**src/rtl/thr_pkg.sv**
```systemverilog
// Shared types, constants and helper functions of the handshake receiver.
// Used by every module of the block; depends on nothing else.
package thr_pkg;

	// Default magic prefix length in bytes.
	localparam int HEADER_BYTES_DEF = 26;
	// Default depth of the command queue between front and back end.
	localparam int QUEUE_DEPTH_DEF = 4;
	// Width of the received byte counter, which saturates at its maximum.
	localparam int CNT_W = 5;

	// Connection states as they appear on the link_state field.
	typedef enum logic [2:0] {
		LS_IDLE        = 3'd0,
		LS_AWAIT_SYN   = 3'd1,
		LS_SYN_SENT    = 3'd2,
		LS_SYNACK_SENT = 3'd3,
		LS_OPEN        = 3'd4,
		LS_CLOSED      = 3'd5
	} link_state_t;

	// Verdict codes.
	typedef enum logic [1:0] {
		V_ACCEPT  = 2'd0,
		V_REJECT  = 2'd1,
		V_FORWARD = 2'd2,
		V_STARTED = 2'd3
	} verdict_t;

	// Command from the front end to the back end: an optional packet to
	// transmit followed by one verdict, all tagged with the new state.
	typedef struct packed {
		logic        send;
		logic [31:0] seq;
		verdict_t    verdict;
		link_state_t state;
	} cmd_t;

	// Byte of the magic prefix at a given position.
	function automatic logic [7:0] magic_byte(input logic [4:0] index);
		logic [7:0] b;
		case (index)
			5'd1:    b = 8'hd5;
			5'd3:    b = 8'he9;
			5'd5:    b = 8'hf3;
			5'd7:    b = 8'hc9;
			5'd9:    b = 8'hfc;
			5'd11:   b = 8'heb;
			5'd13:   b = 8'hfb;
			5'd15:   b = 8'hb9;
			5'd17:   b = 8'hab;
			5'd19:   b = 8'hfc;
			5'd21:   b = 8'hec;
			5'd23:   b = 8'hc3;
			default: b = (index < 5'd24 && !index[0]) ? 8'h30 : 8'h00;
		endcase
		return b;
	endfunction

endpackage

```
**src/rtl/thr_front.sv**
```systemverilog
// Front end: accepts input items, checks received packets and runs the
// connection state machine. Depends on thr_pkg.
module thr_front #(
	parameter int HEADER_BYTES = thr_pkg::HEADER_BYTES_DEF
) (
	input  logic          clk,
	input  logic          arst_n,
	input  logic          cfg_we,
	input  logic          cfg_wdata,
	input  logic          s_tvalid,
	output logic          s_tready,
	input  logic [39:0]   s_tdata,  // data_byte [7:0], seed [39:8]
	input  logic          s_tlast,
	input  logic          s_tuser,  // req_type
	input  logic          q_full,
	output logic          q_push,
	output thr_pkg::cmd_t q_cmd
);

	localparam logic [thr_pkg::CNT_W-1:0] HDR_LEN = thr_pkg::CNT_W'(HEADER_BYTES);
	localparam logic [thr_pkg::CNT_W-1:0] PKT_LEN = thr_pkg::CNT_W'(HEADER_BYTES + 4);
	localparam logic [thr_pkg::CNT_W-1:0] CNT_MAX = '1;

	logic                      role_server_q;
	thr_pkg::link_state_t      state_q, state_d;
	logic [31:0]               seq_q, seq_d;
	logic [thr_pkg::CNT_W-1:0] cnt_q, cnt_d, cnt_new;
	logic                      pm_q, pm_d, pm_new;
	logic [31:0]               rx_q, rx_d, rx_new;
	logic                      accept;
	logic [7:0]                data_byte;
	logic [31:0]               seed;
	logic                      hdr_ok, len_ok;
	logic [31:0]               seq_p1, seq_p2, rx_p1;

	assign s_tready  = !q_full;
	assign accept    = s_tvalid && s_tready;
	assign data_byte = s_tdata[7:0];
	assign seed      = s_tdata[39:8];

	// Role register, written by the configuration port.
	always_ff @(posedge clk or negedge arst_n) begin
		if (!arst_n) begin
			role_server_q <= 1'b0;
		end else if (cfg_we) begin
			role_server_q <= cfg_wdata;
		end
	end

	// Receive checks for the current byte.
	always_comb begin
		pm_new  = pm_q;
		rx_new  = rx_q;
		cnt_new = (cnt_q != CNT_MAX) ? cnt_q + 1'b1 : cnt_q;
		if (cnt_q < HDR_LEN) begin
			if (data_byte != thr_pkg::magic_byte(cnt_q)) pm_new = 1'b0;
		end else if (cnt_q < PKT_LEN) begin
			rx_new = {rx_q[23:0], data_byte};
		end
		hdr_ok = pm_new && (cnt_new >= HDR_LEN);
		len_ok = cnt_new >= PKT_LEN;
		seq_p1 = seq_q + 32'd1;
		seq_p2 = seq_q + 32'd2;
		rx_p1  = rx_new + 32'd1;
	end

	// Connection state and receive state registers.
	always_ff @(posedge clk or negedge arst_n) begin
		if (!arst_n) begin
			state_q <= thr_pkg::LS_IDLE;
			seq_q   <= '0;
			cnt_q   <= '0;
			pm_q    <= 1'b1;
			rx_q    <= '0;
		end else begin
			state_q <= state_d;
			seq_q   <= seq_d;
			cnt_q   <= cnt_d;
			pm_q    <= pm_d;
			rx_q    <= rx_d;
		end
	end

	// Next state and the command handed to the back end.
	always_comb begin
		state_d       = state_q;
		seq_d         = seq_q;
		cnt_d         = cnt_q;
		pm_d          = pm_q;
		rx_d          = rx_q;
		q_push        = 1'b0;
		q_cmd.send    = 1'b0;
		q_cmd.verdict = thr_pkg::V_REJECT;
		if (accept) begin
			if (!s_tuser) begin
				// Start request: clear receive state and restart.
				q_push        = 1'b1;
				q_cmd.verdict = thr_pkg::V_STARTED;
				cnt_d         = '0;
				pm_d          = 1'b1;
				rx_d          = '0;
				if (role_server_q) begin
					state_d = thr_pkg::LS_AWAIT_SYN;
				end else begin
					seq_d      = seed;
					state_d    = thr_pkg::LS_SYN_SENT;
					q_cmd.send = 1'b1;
				end
			end else if (!s_tlast) begin
				cnt_d = cnt_new;
				pm_d  = pm_new;
				rx_d  = rx_new;
			end else begin
				// Final byte: judge the packet, then clear receive state.
				q_push = 1'b1;
				cnt_d  = '0;
				pm_d   = 1'b1;
				rx_d   = '0;
				unique case (state_q)
					thr_pkg::LS_AWAIT_SYN: begin
						if (hdr_ok && len_ok) begin
							seq_d         = rx_p1;
							state_d       = thr_pkg::LS_SYNACK_SENT;
							q_cmd.send    = 1'b1;
							q_cmd.verdict = thr_pkg::V_ACCEPT;
						end
					end
					thr_pkg::LS_SYN_SENT: begin
						if (hdr_ok && len_ok) begin
							if (seq_p1 == rx_new) begin
								seq_d         = seq_p2;
								state_d       = thr_pkg::LS_OPEN;
								q_cmd.send    = 1'b1;
								q_cmd.verdict = thr_pkg::V_ACCEPT;
							end else begin
								seq_d = seq_p1;
							end
						end
					end
					thr_pkg::LS_SYNACK_SENT: begin
						if (!hdr_ok) begin
							q_cmd.verdict = thr_pkg::V_FORWARD;
						end else if (len_ok) begin
							seq_d = seq_p1;
							if (seq_p1 == rx_new) begin
								state_d       = thr_pkg::LS_OPEN;
								q_cmd.verdict = thr_pkg::V_ACCEPT;
							end
						end
					end
					thr_pkg::LS_OPEN: begin
						q_cmd.verdict = thr_pkg::V_FORWARD;
					end
					default: begin
						q_cmd.verdict = thr_pkg::V_REJECT;
					end
				endcase
			end
		end
		q_cmd.seq   = seq_d;
		q_cmd.state = state_d;
	end

`ifndef SYNTH
	// A start request always leaves the block waiting for or having sent a SYN.
	assert property (@(posedge clk) disable iff (!arst_n)
		accept && !s_tuser |=> state_q == thr_pkg::LS_AWAIT_SYN ||
			state_q == thr_pkg::LS_SYN_SENT)
		else $error("start request did not restart the connection");
	// Receive state is cleared after every finished packet.
	assert property (@(posedge clk) disable iff (!arst_n)
		accept && s_tuser && s_tlast |=> cnt_q == '0 && pm_q && rx_q == '0)
		else $error("receive state not cleared after final byte");
`endif

endmodule

```
**src/rtl/thr_queue.sv**
```systemverilog
// Short command queue that decouples the front end from the back end.
// Depends on thr_pkg for the command type.
module thr_queue #(
	parameter int DEPTH = thr_pkg::QUEUE_DEPTH_DEF
) (
	input  logic          clk,
	input  logic          arst_n,
	input  logic          push,
	input  thr_pkg::cmd_t push_cmd,
	input  logic          pop,
	output thr_pkg::cmd_t head,
	output logic          empty,
	output logic          full
);

	localparam int PTR_W = (DEPTH > 1) ? $clog2(DEPTH) : 1;
	localparam int CNT_W = $clog2(DEPTH + 1);
	localparam logic [PTR_W-1:0] LAST_PTR = PTR_W'(DEPTH - 1);
	localparam logic [CNT_W-1:0] FULL_CNT = CNT_W'(DEPTH);

	thr_pkg::cmd_t    mem_q [DEPTH];
	logic [PTR_W-1:0] wr_ptr_q, rd_ptr_q;
	logic [CNT_W-1:0] count_q;

	assign empty = (count_q == '0);
	assign full  = (count_q == FULL_CNT);
	assign head  = mem_q[rd_ptr_q];

	// Entry storage, no reset needed.
	always_ff @(posedge clk) begin
		if (push) mem_q[wr_ptr_q] <= push_cmd;
	end

	// Pointers and fill count.
	always_ff @(posedge clk or negedge arst_n) begin
		if (!arst_n) begin
			wr_ptr_q <= '0;
			rd_ptr_q <= '0;
			count_q  <= '0;
		end else begin
			if (push) wr_ptr_q <= (wr_ptr_q == LAST_PTR) ? '0 : wr_ptr_q + 1'b1;
			if (pop)  rd_ptr_q <= (rd_ptr_q == LAST_PTR) ? '0 : rd_ptr_q + 1'b1;
			if (push && !pop)      count_q <= count_q + 1'b1;
			else if (pop && !push) count_q <= count_q - 1'b1;
		end
	end

`ifndef SYNTH
	// Neither overflow nor underflow.
	assert property (@(posedge clk) disable iff (!arst_n)
		!(push && full) && !(pop && empty))
		else $error("command queue overflow or underflow");
`endif

endmodule

```
**src/rtl/thr_back.sv**
```systemverilog
// Back end: expands each command into its transmitted packet bytes, if any,
// and the verdict item, held in an output register. Depends on thr_pkg.
module thr_back #(
	parameter int HEADER_BYTES = thr_pkg::HEADER_BYTES_DEF
) (
	input  logic          clk,
	input  logic          arst_n,
	input  logic          q_empty,
	input  thr_pkg::cmd_t q_head,
	output logic          q_pop,
	output logic          m_tvalid,
	input  logic          m_tready,
	output logic [15:0]   m_tdata,  // verdict [1:0], tx_byte [9:2], link_state [12:10]
	output logic          m_tlast,
	output logic          m_tuser   // out_kind
);

	localparam int PKT_ITEMS = HEADER_BYTES + 4;
	localparam int IDX_W = $clog2(PKT_ITEMS + 1);
	localparam logic [IDX_W-1:0] HDR_IDX  = IDX_W'(HEADER_BYTES);
	localparam logic [IDX_W-1:0] PKT_IDX  = IDX_W'(PKT_ITEMS);
	localparam logic [IDX_W-1:0] LAST_IDX = IDX_W'(PKT_ITEMS - 1);

	logic                 m_tvalid_q;
	logic                 kind_q, last_q;
	thr_pkg::verdict_t    verdict_q;
	logic [7:0]           byte_q;
	thr_pkg::link_state_t state_q;
	logic [IDX_W-1:0]     idx_q;
	logic                 load, is_tx;
	logic [IDX_W-1:0]     seq_off;
	logic [7:0]           seq_byte, tx_byte;

	assign load    = !q_empty && (!m_tvalid_q || m_tready);
	assign is_tx   = q_head.send && (idx_q < PKT_IDX);
	assign q_pop   = load && !is_tx;
	assign seq_off = idx_q - HDR_IDX;

	// Sequence number byte, most significant first.
	always_comb begin
		case (seq_off[1:0])
			2'd0:    seq_byte = q_head.seq[31:24];
			2'd1:    seq_byte = q_head.seq[23:16];
			2'd2:    seq_byte = q_head.seq[15:8];
			default: seq_byte = q_head.seq[7:0];
		endcase
		tx_byte = (idx_q < HDR_IDX) ? thr_pkg::magic_byte(5'(idx_q)) : seq_byte;
	end

	// Item position within the current command and the valid flag.
	always_ff @(posedge clk or negedge arst_n) begin
		if (!arst_n) begin
			idx_q      <= '0;
			m_tvalid_q <= 1'b0;
		end else begin
			if (load) idx_q <= is_tx ? idx_q + 1'b1 : '0;
			if (load)          m_tvalid_q <= 1'b1;
			else if (m_tready) m_tvalid_q <= 1'b0;
		end
	end

	// Output payload register.
	always_ff @(posedge clk) begin
		if (load) begin
			kind_q    <= is_tx;
			verdict_q <= is_tx ? thr_pkg::V_ACCEPT : q_head.verdict;
			byte_q    <= is_tx ? tx_byte : 8'h00;
			last_q    <= is_tx && (idx_q == LAST_IDX);
			state_q   <= q_head.state;
		end
	end

	assign m_tvalid = m_tvalid_q;
	assign m_tdata  = {3'b000, state_q, byte_q, verdict_q};
	assign m_tlast  = last_q;
	assign m_tuser  = kind_q;

`ifndef SYNTH
	// Only a transmitted byte can close a packet.
	assert property (@(posedge clk) disable iff (!arst_n)
		m_tvalid && m_tlast |-> m_tuser)
		else $error("tlast on a verdict item");
	// The final packet byte is always followed by the verdict of that command.
	assert property (@(posedge clk) disable iff (!arst_n)
		load && is_tx && idx_q == LAST_IDX |=> idx_q == PKT_IDX)
		else $error("packet expansion lost its position");
`endif

endmodule

```
**src/rtl/three_way_handshake_receiver_core.sv**
```systemverilog
// Top level of the connection handshake receiver.
// Depends on thr_pkg, thr_front, thr_queue and thr_back.

// Three-way handshake engine. The input stream carries start requests
// (s_tuser low, seed in s_tdata[39:8]) and received packet bytes (s_tuser
// high, byte in s_tdata[7:0], s_tlast on the final byte). The front end
// takes one item per cycle whenever its command queue has room; a packet
// byte that is not final yields no result. A start request, or a final
// byte, yields one command. The back end turns a command into up to 31
// result items at one item per cycle, while m_tready is high, from its
// output register: for a client start or an accepted SYN or SYN-ACK, the
// magic prefix and the big-endian sequence number as transmitted bytes
// (m_tuser high), then one verdict item. Input stalls only while the
// QUEUE_DEPTH-entry queue is full, so the transmit expansion sets the
// sustained rate when handshake packets arrive faster than it drains. The
// role register is written through cfg_we and cfg_wdata and is sampled at
// each start request.
module three_way_handshake_receiver_core #(
	parameter int HEADER_BYTES = thr_pkg::HEADER_BYTES_DEF,
	parameter int QUEUE_DEPTH  = thr_pkg::QUEUE_DEPTH_DEF
) (
	input  logic        clk,
	input  logic        arst_n,
	input  logic        cfg_we,
	input  logic        cfg_wdata,  // role_server
	input  logic        s_tvalid,
	output logic        s_tready,
	input  logic [39:0] s_tdata,    // data_byte [7:0], seed [39:8]
	input  logic        s_tlast,    // last_byte
	input  logic        s_tuser,    // req_type
	output logic        m_tvalid,
	input  logic        m_tready,
	output logic [15:0] m_tdata,    // verdict [1:0], tx_byte [9:2], link_state [12:10]
	output logic        m_tlast,    // tx_last
	output logic        m_tuser     // out_kind
);

	logic          q_full, q_empty, q_push, q_pop;
	thr_pkg::cmd_t push_cmd, head_cmd;

	// Packet checks and connection state machine.
	thr_front #(.HEADER_BYTES(HEADER_BYTES)) u_front (
		.clk      (clk),
		.arst_n   (arst_n),
		.cfg_we   (cfg_we),
		.cfg_wdata(cfg_wdata),
		.s_tvalid (s_tvalid),
		.s_tready (s_tready),
		.s_tdata  (s_tdata),
		.s_tlast  (s_tlast),
		.s_tuser  (s_tuser),
		.q_full   (q_full),
		.q_push   (q_push),
		.q_cmd    (push_cmd)
	);

	// Command queue between the two halves.
	thr_queue #(.DEPTH(QUEUE_DEPTH)) u_queue (
		.clk     (clk),
		.arst_n  (arst_n),
		.push    (q_push),
		.push_cmd(push_cmd),
		.pop     (q_pop),
		.head    (head_cmd),
		.empty   (q_empty),
		.full    (q_full)
	);

	// Transmit expansion and output register.
	thr_back #(.HEADER_BYTES(HEADER_BYTES)) u_back (
		.clk     (clk),
		.arst_n  (arst_n),
		.q_empty (q_empty),
		.q_head  (head_cmd),
		.q_pop   (q_pop),
		.m_tvalid(m_tvalid),
		.m_tready(m_tready),
		.m_tdata (m_tdata),
		.m_tlast (m_tlast),
		.m_tuser (m_tuser)
	);

endmodule
```
**config.mk**
```make
export PLATFORM = sky130hd
export DESIGN_NAME = three_way_handshake_receiver_core
export DESIGN_NICKNAME = d
export VERILOG_FILES = /design/src/rtl/thr_pkg.sv /design/src/rtl/thr_front.sv /design/src/rtl/thr_queue.sv /design/src/rtl/thr_back.sv /design/src/rtl/three_way_handshake_receiver_core.sv
export SDC_FILE = /design/constraint.sdc
export NUM_CORES = 1
export LEC_CHECK = 0
export BUFFER_PORTS_ARGS = -buffer_cell sky130_fd_sc_hd__buf_4
export CORE_MARGIN = 2
export CORE_UTILIZATION = 45
export DETAILED_ROUTE_END_ITERATION = 7
export SYNTH_ARGS = -nofsm -noshare
export SYNTH_HDL_FRONTEND = slang
export SYNTH_SLANG_ARGS = --single-unit
```
**constraint.sdc**
```tcl
create_clock -name clk -period 4 [get_ports clk]
set_input_delay 0.8 -clock clk [delete_from_list [all_inputs] [get_ports clk]]
set_output_delay 0.8 -clock clk [all_outputs]
set_load 0.05 [all_outputs]
```
==> PnR_summary.wiki <==
{| class="wikitable"
! Metric !! Value
|-
| First DRT Iteration DRCs || around 1400
|-
| Area of the core || roughly 0.035 mm²
|-
| Number of filler instances in the final layout || about 3000
|-
| Final weighted congestion in routability-driven placement || between 1 and 1.5
|-
| DP HPWL || between 40000 and 50000 µm
|-
| Share of cell area taken by muxes after synthesis || 0.0822
|-
| Via count || roughly 15000
|-
| Final worst clock skew || roughly 0.024 ns
|-
| Top-count cell post-synth || sky130_fd_sc_hd__edfxtp_1
|-
| Most instantiated cells after synthesis || sky130_fd_sc_hd__edfxtp_1 (167), sky130_fd_sc_hd__nand2_1 (156), sky130_fd_sc_hd__o21ai_0 (114), sky130_fd_sc_hd__nor2_1 (113), sky130_fd_sc_hd__a21oi_1 (98)
|-
| Filler-free cell count of the finished design || 2367
|-
| Worst vdd ir || around 0.00069 V
|-
| Combinational family with the most area after synthesis || simple AND/OR/NAND/NOR gates
|-
| TritonCTS clock tree || built
|-
| Part of the Yosys area used for sequential elements || 0.453
|-
| Die Area || approximately 0.037 mm²
|-
| Number of standard-cell rows in the floorplan || 68
|-
| Setup repair after global routing missed its margin || true
|-
| Router iterations before antenna repair || 7
|-
| Total of endpoints with negative setup slack in the final report || 0
|-
| Maximum clock frequency || 251 MHz
|-
| Share of the synthesized netlist area taken by xor and xnor gates || 0.0549
|-
| Status || complete, no violations
|-
| Routed length per placed instance || ~27 µm
|-
| Post-detailed-routing wire length || between 60000 and 70000 µm
|-
| Kind of start point of the critical path || flop
|-
| Signed area change from the synthesized netlist to the final layout || 29.7%
|-
| Wire length of the first global-routing pass || approximately 93000 µm
|-
| Master of the slowest instance on the critical path || sky130_fd_sc_hd__or4_4
|-
| Hold buffer count at CTS || 0
|-
| Top cells by area in the synthesized netlist || sky130_fd_sc_hd__edfxtp_1 (32%), sky130_fd_sc_hd__dfrtp_1 (14%), sky130_fd_sc_hd__mux4_2 (5.4%)
|-
| Maximum level of the CTS H-tree || 1
|-
| Number of standard cells after synthesis || 1597
|-
| Number of library cell types mapped by synthesis || just under 90
|-
| Worst Hold Class || in -> async
|-
| Power Dens Cells || 620 mW/mm²
|-
| Area of the mapped netlist || around 0.016 mm²
|-
| Initial antenna violation count || 0
|-
| Remaining Overflow, GRT || 0
|-
| Final ANT Viol Nets || 0
|-
| Predominant post-synthesis flop cell || sky130_fd_sc_hd__edfxtp_1
|-
| Final-stage net count || 1956
|-
| Post-Synth Adder-Cell Area || 0.0147
|-
| Maximum fanout encountered on the critical timing path || 5
|-
| Max cap viols || 0
|-
| Horizontal die dimension || 192 µm
|-
| Arrival @ worst endpoint || roughly 4.2 ns
|-
| Number of synthesized register bits || 254
|-
| Number of clock sinks || about 250
|-
| Cell mode on critical path || sky130_fd_sc_hd__nor4_4
|-
| Series of cell instances along the critical path || buf_6, nand4_1, or4_4, nor4_4, xnor3_1, o2111ai_2, nor4_4, and4_4, buf_12, buf_8, mux2_4, o21a_1, o31ai_2, a2bb2oi_2
|-
| Fraction of post-synthesis cell area in the top cell type by area || 0.316
|-
| # diodes || 0
|-
| Boundary pin count || 68
|-
| Clock Pin Slew Worst Setup and Hold Paths || about 0.080 ns
|-
| Die boundary height || between 150 and 200 µm
|-
| Pin count of the biggest net entering global routing || 54
|-
| Total placed cells including tap cells || around 2300
|-
| Avg Vias per Cell || between 6 and 7
|-
| Number of max-slew violations in the final report || 0
|-
| Final-report hold violation count || 0
|-
| Complex-gate fraction of the synthesized area || 0.172
|-
| Post-route worst hold slack || between 0.3 and 0.4 ns
|-
| Transition time at the pin with the least slew margin || slightly below 0.9 ns
|-
| Type of the setup path with the least slack || reg -> reg
|-
| Crit path capture type || flop
|-
| Number of buffers inserted during clock tree synthesis || 28
|-
| Fraction of layout cells with a size suffix above 1 || 0.306
|-
| Via count of the first global-routing pass || approximately 14000
|-
| Data required, critical path || ~4.3 ns
|-
| Post-Synth Simple-Gate Area || 0.182
|-
| Post-synthesis area per instance || ~10 µm²
|-
| Total global routing track utilization || 0.347
|-
| Number of buffers between clock root and the deepest sink || 3
|-
| Tmin final || 3.98 ns
|-
| Number of enable-type register cells in the synthesized netlist || 167
|-
| Clock latency reported for the late side of the worst-skew pair || 0.57 ns
|-
| Root buffer cell || sky130_fd_sc_hd__clkbuf_16
|-
| Period utilization || 0.996
|-
| Port-buffer cells || 64
|-
| Final setup TNS || 0 ns
|-
| Initial core utilization || 0.458
|-
| DRC violations left || 0
|-
| Cell taking the most area after synthesis || sky130_fd_sc_hd__edfxtp_1
|-
| Leakage power figure || 0.00771 µW
|-
| Rel. slew slack || 0.405
|-
| Yosys warnings || 0
|-
| Longest individual stage delay on the worst path || 0.62 ns
|-
| Async set or reset register ratio after synthesis || 0.343
|}
-- cells in the final DEF, fill, tap and decap left out, types with 6 or more instances in the layout --
cell                          n
sky130_fd_sc_hd__nand2b_1    15
sky130_fd_sc_hd__and4_1       6
sky130_fd_sc_hd__dfrtp_1     81
sky130_fd_sc_hd__nor2b_1      9
sky130_fd_sc_hd__nand3_1     51
sky130_fd_sc_hd__inv_1       34
sky130_fd_sc_hd__nand3b_1    12
sky130_fd_sc_hd__xnor2_1     58
sky130_fd_sc_hd__nor4_1      15
sky130_fd_sc_hd__or2_2        8
sky130_fd_sc_hd__nor2_1     108
sky130_fd_sc_hd__nand4_1     37
sky130_fd_sc_hd__a31oi_1     21
sky130_fd_sc_hd__a21o_1      10
sky130_fd_sc_hd__and2_1      10
sky130_fd_sc_hd__a21oi_1     92
sky130_fd_sc_hd__o221ai_1     6
sky130_fd_sc_hd__edfxtp_1   167
sky130_fd_sc_hd__o21ai_0    104
sky130_fd_sc_hd__a211oi_1    12
sky130_fd_sc_hd__mux2i_1     31
sky130_fd_sc_hd__and3_1      22
sky130_fd_sc_hd__mux4_2      38
sky130_fd_sc_hd__o22ai_1     21
sky130_fd_sc_hd__a22o_1      21
sky130_fd_sc_hd__xor2_1      23
sky130_fd_sc_hd__o21ai_1      9
sky130_fd_sc_hd__nor3_1      53
sky130_fd_sc_hd__a22oi_1     19
sky130_fd_sc_hd__or3_1       19
sky130_fd_sc_hd__ha_1        15
sky130_fd_sc_hd__o21a_1       8
sky130_fd_sc_hd__buf_4      357
sky130_fd_sc_hd__clkbuf_1     6
sky130_fd_sc_hd__nand2_1    150
sky130_fd_sc_hd__buf_12      16
sky130_fd_sc_hd__o211ai_1    10
sky130_fd_sc_hd__clkbuf_16   31
-- worst max-delay path: cells and delay by family, from the launching register on --
family,cells,cell delay [ns]
multiplexers,1,0.30
XOR/XNOR,1,0.20
AO/OA/AOI/OAI,4,0.71
AND/OR/NAND/NOR,5,1.68
buffers and inverters,3,0.36
flip-flops,1,0.43
-- layer usage --
| layer | GRT usage | wire (µm) | vias up | part of all wire |
|---|---|---|---|---|
| met3 | 0.0365 | 4700 | 146 | 0.074 |
| met1 | 0.477 | 26500 | 7334 | 0.41 |
| met4 | 0.133 | 2900 | 0 | 0.045 |
| li1 | - | - | 6647 | - |
| met2 | 0.566 | 29700 | 759 | 0.47 |
| met5 | 0 | 0 | - | 0 |
-- sequential cells by signal (all words and copies together), names as in the netlist, 3 cells and up --
name / count
u_back.idx_q: 5
u_queue.mem_q: 152
u_front.rx_q: 32
u_queue.count_q: 3
u_front.cnt_q: 5
u_front.state_q: 3
u_front.seq_q: 32
u_back.byte_q: 8
u_back.state_q: 3
-- final cells by class --
class	count	area, µm²	area share
Tap cell	455	569	0.0277
Multi-Input combinational cell	1188	8590	0.417
Clock buffer	36	762	0.0370
Timing Repair Buffer	381	3120	0.152
Sequential cell	254	7200	0.350
Clock inverter	16	196	0.00955
Inverter	37	139	0.00675
-- through the flow --
stage | utilization | cell area (µm²) | worst slack (ns) | total power (µW)
after floorplan | - | 15900 | 0.246 | 7170
after global placement | 0.544 | 18800 | -0.181 | 9640
after detailed placement | 0.544 | 18800 | -0.210 | 9680
after CTS | 0.575 | 19900 | -0.00616 | 12500
after global routing | 0.594 | 20600 | -0.122 | 13300
final | 0.594 | 20600 | 0.0166 | 12700
-- power breakdown --
part / total, µW / internal [µW] / switching [µW]
registers: 4100 / 3620 / 483
clock network: 2680 / 1560 / 1120
logic: 5960 / 2330 / 3630
-- path summary, 6_finish.rpt --
| check | cells after the start | from | endpoint | slack (ns) |
|---|---|---|---|---|
| worst min-delay path | 1 | arst_n | u_front.rx_q[12]$_DFFE_PN0P_ | 0.31 |
| worst max-delay path | 14 | u_front.seq_q[16]$_DFF_PN0_ | u_queue.mem_q[0][33]$_DFFE_PP_ | 0.02 |
| max in group asynchronous | 2 | arst_n | u_front.rx_q[30]$_DFFE_PN0P_ | 2.86 |
| worst max register to register | 14 | u_front.seq_q[16]$_DFF_PN0_ | u_queue.mem_q[0][33]$_DFFE_PP_ | 0.02 |
| min in group clk | 2 | cfg_wdata | u_front.role_server_q$_DFFE_PN0P_ | 0.49 |
| worst min register to register | 2 | u_front.rx_q[28]$_DFFE_PN0P_ | u_front.rx_q[28]$_DFFE_PN0P_ | 0.49 |
-- cells by family (layout without fill, tap and decap cells) --
family                     after synthesis  in the layout
other                                    1              3
buffers and inverters                  157            470
adders and majority gates               18             18
muxes                                   82             82
xor gates and xnor gates                89             89
DFF                                    254            254
AOI/OAI and AO/OA                      424            424
and+or+nand+nor                        572            572
-- what timing repair did --
action	CTS	global route
pin swaps	9	33
buffers inserted	3	14
setup endpoints to repair	128	178
gates resized for setup	25	104
gates cloned	0	2
hold endpoints to repair	0	0
(Power assumes the default switching activity.)
